==> config.mk <==
export PLATFORM = sky130hd
export DESIGN_NAME = tlb_fifo_lookup_fill
export DESIGN_NICKNAME = d
export VERILOG_FILES = /design/src/rtl/tfl_pkg.sv /design/src/rtl/tfl_ctrl.sv /design/src/rtl/tfl_dp.sv /design/src/rtl/tlb_fifo_lookup_fill.sv
export SDC_FILE = /design/constraint.sdc
export NUM_CORES = 1
export LEC_CHECK = 0
export ABC_AREA = 1
export BUFFER_PORTS_ARGS = -buffer_cell sky130_fd_sc_hd__buf_2
export CAP_MARGIN = 20
export CORE_AREA = 3 3 168 202
export DETAILED_ROUTE_END_ITERATION = 12
export DIE_AREA = 0 0 171 205
export PLACE_DENSITY = 0.73
export SYNTH_ARGS = -nofsm -noshare
export SYNTH_HDL_FRONTEND = slang
export SYNTH_SLANG_ARGS = --single-unit
==> constraint.sdc <==
create_clock -name clk -period 7.8 [get_ports clk]
set_input_delay 0.78 -clock clk [delete_from_list [all_inputs] [get_ports clk]]
set_output_delay 0.78 -clock clk [all_outputs]
set_load 0.05 [all_outputs]
==> src/rtl/tfl_pkg.sv <==
`timescale 1ns / 1ps

package tfl_pkg;

  // Field widths of one request and one response beat.
  localparam int PAGE_W = 8;
  localparam int FRAME_W = 8;
  localparam int OCC_W = 5;

  // Default buffer depth.
  localparam int TLB_ENTRIES_DEF = 16;

  // Request codes.
  localparam logic REQ_LOOKUP = 1'b0;
  localparam logic REQ_FILL = 1'b1;

  // Commands from the controller to the datapath.
  typedef struct packed {
    logic capture;  // Register the request beat.
    logic execute;  // Search, update the entries and load the response.
  } ctl_cmd_t;

endpackage

==> src/rtl/tfl_ctrl.sv <==
`timescale 1ns / 1ps

module tfl_ctrl (
  input  logic             clk,
  input  logic             rst,
  input  logic             in_valid,
  output logic             in_stall,
  output logic             out_valid,
  input  logic             out_stall,
  output tfl_pkg::ctl_cmd_t cmd
);
  import tfl_pkg::*;

  typedef enum logic {
    S_IDLE,
    S_EXEC
  } state_t;

  state_t state;
  logic   out_free;

  // The response register can take a new beat when empty or being drained.
  assign out_free = !out_valid || !out_stall;

  // One request is held at a time; a new one is taken only while idle.
  assign in_stall = (state == S_EXEC);
  assign cmd.capture = (state == S_IDLE) && in_valid;
  assign cmd.execute = (state == S_EXEC) && out_free;

  // State and response valid.
  always_ff @(posedge clk) begin
    if (rst) begin
      state <= S_IDLE;
      out_valid <= 1'b0;
    end else begin
      case (state)
        S_IDLE: begin
          if (in_valid) begin
            state <= S_EXEC;
          end
          if (!out_stall) begin
            out_valid <= 1'b0;
          end
        end
        S_EXEC: begin
          if (out_free) begin
            state <= S_IDLE;
            out_valid <= 1'b1;
          end
        end
        default: begin
          state <= S_IDLE;
          out_valid <= 1'b0;
        end
      endcase
    end
  end

endmodule

==> src/rtl/tfl_dp.sv <==
`timescale 1ns / 1ps

module tfl_dp #(
  parameter int TLB_ENTRIES = tfl_pkg::TLB_ENTRIES_DEF
) (
  input  logic                        clk,
  input  logic                        rst,
  input  tfl_pkg::ctl_cmd_t           cmd,
  input  logic                        req_type,
  input  logic [tfl_pkg::PAGE_W-1:0]  page,
  input  logic [tfl_pkg::FRAME_W-1:0] frame,
  output logic                        hit,
  output logic [tfl_pkg::FRAME_W-1:0] frame_out,
  output logic [tfl_pkg::OCC_W-1:0]   occupancy
);
  import tfl_pkg::*;

  localparam int CNT_W = $clog2(TLB_ENTRIES + 1);

  // Registered request.
  logic               req_q;
  logic [PAGE_W-1:0]  page_q;
  logic [FRAME_W-1:0] frame_q;

  // Entries in age order: slot 0 is the oldest.
  logic [PAGE_W-1:0]  entry_page  [TLB_ENTRIES];
  logic [FRAME_W-1:0] entry_frame [TLB_ENTRIES];
  logic [CNT_W-1:0]   count;

  logic [TLB_ENTRIES-1:0] match_vec;
  logic [TLB_ENTRIES-1:0] first_vec;
  logic [TLB_ENTRIES-1:0] rm_mask;
  logic                   found;
  logic                   full;
  logic                   is_fill;
  logic                   removed;
  logic [FRAME_W-1:0]     fout;
  logic [CNT_W-1:0]       wr_slot;
  logic [CNT_W-1:0]       count_next;
  logic [PAGE_W-1:0]      shift_page  [TLB_ENTRIES];
  logic [FRAME_W-1:0]     shift_frame [TLB_ENTRIES];

  // Capture the request beat.
  always_ff @(posedge clk) begin
    if (cmd.capture) begin
      req_q <= req_type;
      page_q <= page;
      frame_q <= frame;
    end
  end

  // Parallel compare against the valid slots.
  always_comb begin
    for (int i = 0; i < TLB_ENTRIES; i++) begin
      match_vec[i] = (CNT_W'(i) < count) && (entry_page[i] == page_q);
    end
  end

  // Isolate the oldest match and read its frame.
  assign first_vec = match_vec & (~match_vec + TLB_ENTRIES'(1));
  assign found = |match_vec;

  always_comb begin
    fout = '0;
    for (int i = 0; i < TLB_ENTRIES; i++) begin
      fout = fout | (first_vec[i] ? entry_frame[i] : '0);
    end
  end

  // Removal: the matching slot on a refill, else the oldest when full.
  assign full = (count == CNT_W'(TLB_ENTRIES));
  assign is_fill = (req_q == REQ_FILL);
  assign removed = is_fill && (found || full);

  always_comb begin
    if (found) begin
      rm_mask = ~(first_vec - TLB_ENTRIES'(1));
    end else if (full) begin
      rm_mask = '1;
    end else begin
      rm_mask = '0;
    end
  end

  // The new entry goes right after the surviving entries.
  assign wr_slot = count - CNT_W'(removed);
  assign count_next = is_fill ? wr_slot + CNT_W'(1) : count;

  // Each slot's neighbor toward the new end.
  always_comb begin
    for (int j = 0; j < TLB_ENTRIES - 1; j++) begin
      shift_page[j] = entry_page[j + 1];
      shift_frame[j] = entry_frame[j + 1];
    end
    shift_page[TLB_ENTRIES-1] = entry_page[TLB_ENTRIES-1];
    shift_frame[TLB_ENTRIES-1] = entry_frame[TLB_ENTRIES-1];
  end

  // Entry update: close the gap, then append the new pair.
  always_ff @(posedge clk) begin
    if (cmd.execute && is_fill) begin
      for (int j = 0; j < TLB_ENTRIES; j++) begin
        if (CNT_W'(j) == wr_slot) begin
          entry_page[j] <= page_q;
          entry_frame[j] <= frame_q;
        end else if (removed && rm_mask[j]) begin
          entry_page[j] <= shift_page[j];
          entry_frame[j] <= shift_frame[j];
        end
      end
    end
  end

  // Entry count.
  always_ff @(posedge clk) begin
    if (rst) begin
      count <= '0;
    end else if (cmd.execute) begin
      count <= count_next;
    end
  end

  // Response register.
  always_ff @(posedge clk) begin
    if (cmd.execute) begin
      hit <= found;
      frame_out <= fout;
      occupancy <= OCC_W'(count_next);
    end
  end

`ifndef NO_ASSERTIONS
  a_count_bound: assert property (@(posedge clk) disable iff (rst)
    count <= CNT_W'(TLB_ENTRIES))
    else $error("entry count exceeds capacity");

  a_lookup_keeps: assert property (@(posedge clk) disable iff (rst)
    cmd.execute && !is_fill |=> count == $past(count))
    else $error("lookup changed the entry count");

  a_refill_keeps: assert property (@(posedge clk) disable iff (rst)
    cmd.execute && is_fill && found |=> count == $past(count))
    else $error("refill of a present page changed the entry count");

  a_fill_nonempty: assert property (@(posedge clk) disable iff (rst)
    cmd.execute && is_fill |=> count != '0)
    else $error("buffer empty after a fill");
`endif

endmodule

==> src/rtl/tlb_fifo_lookup_fill.sv <==
`timescale 1ns / 1ps
// A request beat is registered in the idle state when it is taken; the search, entry update
// and response load are then done in the execute state. The controller holds one request
// at a time, so a new beat is not taken until the last one has left the execute state.
// A stalled response holds the execute state until the response register frees up.
// Reset (rst, synchronous) empties the buffer, clears the response valid and returns
// the controller to idle so in_stall is low; entries are not cleared.

module tlb_fifo_lookup_fill #(
  parameter int TLB_ENTRIES = tfl_pkg::TLB_ENTRIES_DEF
) (
  input  logic                        clk,
  input  logic                        rst,
  input  logic                        in_valid,
  output logic                        in_stall,
  input  logic                        req_type,
  input  logic [tfl_pkg::PAGE_W-1:0]  page,
  input  logic [tfl_pkg::FRAME_W-1:0] frame,
  output logic                        out_valid,
  input  logic                        out_stall,
  output logic                        hit,
  output logic [tfl_pkg::FRAME_W-1:0] frame_out,
  output logic [tfl_pkg::OCC_W-1:0]   occupancy
);
  import tfl_pkg::*;

  ctl_cmd_t cmd;

  tfl_ctrl u_ctrl (
    .clk       (clk),
    .rst       (rst),
    .in_valid  (in_valid),
    .in_stall  (in_stall),
    .out_valid (out_valid),
    .out_stall (out_stall),
    .cmd       (cmd)
  );

  tfl_dp #(
    .TLB_ENTRIES (TLB_ENTRIES)
  ) u_dp (
    .clk       (clk),
    .rst       (rst),
    .cmd       (cmd),
    .req_type  (req_type),
    .page      (page),
    .frame     (frame),
    .hit       (hit),
    .frame_out (frame_out),
    .occupancy (occupancy)
  );

endmodule

==> metrics <==
half-perimeter wire length after placement=36.5 mm; unrepaired setup endpoints after global routing=false; first-pass GRT wire length=77.9 mm; initial antenna violation count=0; Fmax=0.161 GHz; Post-synth EDFFs=287; top cells by area, synth=edfxtp_1 49%, nand2_1 19%, inv_1 4.6%, nand3_1 4.4%, nor2_1 4.2%; leakage=8.54 nW; final worst slack=1.60 ns; max-cap viol count=0; ANT nets after route=0; total grt overflow=0; TNS Setup=0 ns; placed insts=2566; CP required=8.01 ns; Worst VDD drop=0.000169 V; Num CTS Buffers=31; Post-Route WL=50.7 mm; Seq/Total Area, Yosys=0.498; distinct cell type count of the synthesized netlist=41; status=complete, no violations; pre-CTS setup slack=1.74 ns; die area=0.0351 mm2; CTS-repair resized insts=0; Syn Nets=2220; Yosys top cell by area=edfxtp_1; pins over their slew limit=0; Die Ht=205 um; PortBufs=36; xor/xnor share of the synthesized area=0.0294; Final period util=0.795; diodes inserted=0; Adder-Cell Fraction of Synth Area=0.00498; Synth top area share=0.490; share of layout cells above drive strength 1=0.0848; Setup Buffers After CTS=0; CP Capture Type=flop; # nets final=2220; multiplexer area fraction after synthesis=0; wire per inst=19.3 um; Compound-Gate Fraction of Synth Area=0.0401; GRT met3 Usage=0.0380; CP Launch Type=flop; core box area=0.0323 mm2; synthesized cell area=0.0176 mm2; synth cell count leaders=881 x nand2_1, 287 x edfxtp_1, 214 x inv_1, 198 x nor2_1, 154 x nand3_1; skew final=0.0134 ns; Vias/cell=5.66; Design Power=0.00363 W; Final Non-Filler Cells=2623; CTS max path bufs=3; Hold Path Class=primary input to flop; worst-margin pin slew=1.03 ns; cts hold-fix bufs=0; CTS clk-pin slew, worst paths=0.06 ns; area delta synth->final=6.46%; Syn Area/Cell=8.02 um2; most used routing layer=met2; relative slew slack=0.310; clock sink count=294; largest family of logic cells by synthesized area=simple AND/OR/NAND/NOR gates; Starting Density=0.545; clk root buf=clkbuf_16; Most used DFF post-synth=edfxtp_1; met2 global-route usage=0.485; critical path class=flop to flop; via count=14.9k; H-tree levels=1; 1st-iter DRT viols=1856; Worst Path Arrival=6.42 ns; vias in the first global route=14.2k; P per Cell Area=194 mW/mm2; final setup fails=0; DR pass1 iterations=6; Util after Layout=0.580; post-route DRC violation count=0; TritonCTS clock tree=done; endpoints failing hold=0; Top-Level Pins=37; Synth async-reset ratio=0; YS warnings=0; GPL Wtd Cong=0.991; Tmin final=6.20 ns; cells after synthesis=2192; crit path max fanout=33; largest net degree at the start of global routing=34; site row count=72; Clock Latency Late Sink=0.59 ns; routing usage on met1=0.368; Simple-Gate Fraction of Synth Area=0.339; Total GRT Usage=0.288; die width=171 um; top-count cell post-synth=nand2_1; post-synthesis register bit count=294
registers in the layout (all words and copies together), names as in the netlist:
signal	flops
u_dp.frame_q	8
u_dp.page_q	8
u_dp.is_fill	1
u_dp.count	5
u_dp.frame_out	8
u_ctrl.in_stall	1
u_ctrl.out_valid	1
u_dp.hit	1
u_dp.entry_page	128
u_dp.occupancy	5
u_dp.entry_frame	128
power breakdown:
part	switching [W]	internal, W	total (W)
Clock	0.000623	0.000787	0.00141
Combinational	0.000274	0.000109	0.000382
Sequential	0.0000499	0.00178	0.00183
cells by family after synthesis:
group / count (synthesis)
fa+ha+maj: 7
xor+xnor: 59
buf+inv: 325
flops: 294
simple gates: 1367
compound gates: 140
layer usage:
metal | vias up | wire, um
li1 | 7051 | -
met1 | 6918 | 19700
met2 | 711 | 24100
met3 | 177 | 4120
met4 | 0 | 2780
met5 | - | 0
cell type report:
class	count	area, um2
clock buffer	36	795
clock inverter	21	146
fill	2911	13500
inverter	230	863
multi-input combinational	1573	7270
sequential	294	8760
tap	407	509
timing repair buffer	62	375
cell usage in the layout, fill, tap and decap left out, types with 10 or more instances in the layout:
| master | instances |
|---|---|
| a21oi_1 | 10 |
| buf_2 | 36 |
| buf_4 | 26 |
| clkbuf_16 | 31 |
| clkinv_1 | 14 |
| edfxtp_1 | 287 |
| inv_1 | 214 |
| inv_2 | 15 |
| nand2_1 | 881 |
| nand2_2 | 21 |
| nand3_1 | 154 |
| nand4_1 | 44 |
| nor2_1 | 196 |
| nor2_2 | 10 |
| nor2_4 | 12 |
| o21ai_0 | 94 |
| o21ai_1 | 33 |
| xnor2_1 | 39 |
| xor2_1 | 20 |
per-stage QoR:
| stage | area, um2 | hold WS, ns |
|---|---|---|
| floorplan | 17600 | 0.428 |
| finish | 18700 | 0.370 |
| global route | 18700 | 0.361 |
| detailed placement | 17800 | 0.474 |
| CTS | 18700 | 0.352 |
| global placement | 17800 | 0.470 |
worst paths after layout:
| check | slack (ns) | startpoint | to | depth (start not counted) |
|---|---|---|---|---|
| min reg2reg | 0.49 | u_ctrl.out_valid$_SDFFE_PP0P_ | u_ctrl.out_valid$_SDFFE_PP0P_ | 2 |
| max reg2reg | 1.60 | u_dp.page_q[5]$_DFFE_PP_ | u_dp.entry_page[1][0]$_DFFE_PP_ | 22 |
| min | 0.37 | frame[7] | u_dp.frame_q[7]$_DFFE_PP_ | 1 |
| max | 1.60 | u_dp.page_q[5]$_DFFE_PP_ | u_dp.entry_page[1][0]$_DFFE_PP_ | 22 |
worst max-delay path: stages (launching register included):
cell and delay (ns):
edfxtp_1 0.82, buf_4 0.40, xor2_1 0.18, nor2_1 0.06, nand2_1 0.11, nor2_4 0.10
nor2_4 0.28, nand2_2 0.11, nor2_4 0.32, nand3_4 0.48, nand2_2 0.35, inv_1 0.08
ha_1 0.22, ha_1 0.23, nand2_1 0.08, nand2_1 0.04, o21ai_0 0.12, inv_1 0.14
nand2_1 0.15, inv_1 0.09, a21oi_1 0.16, nand3_2 0.49, nand2_1 0.77
Power figures use the tool's default switching activity.
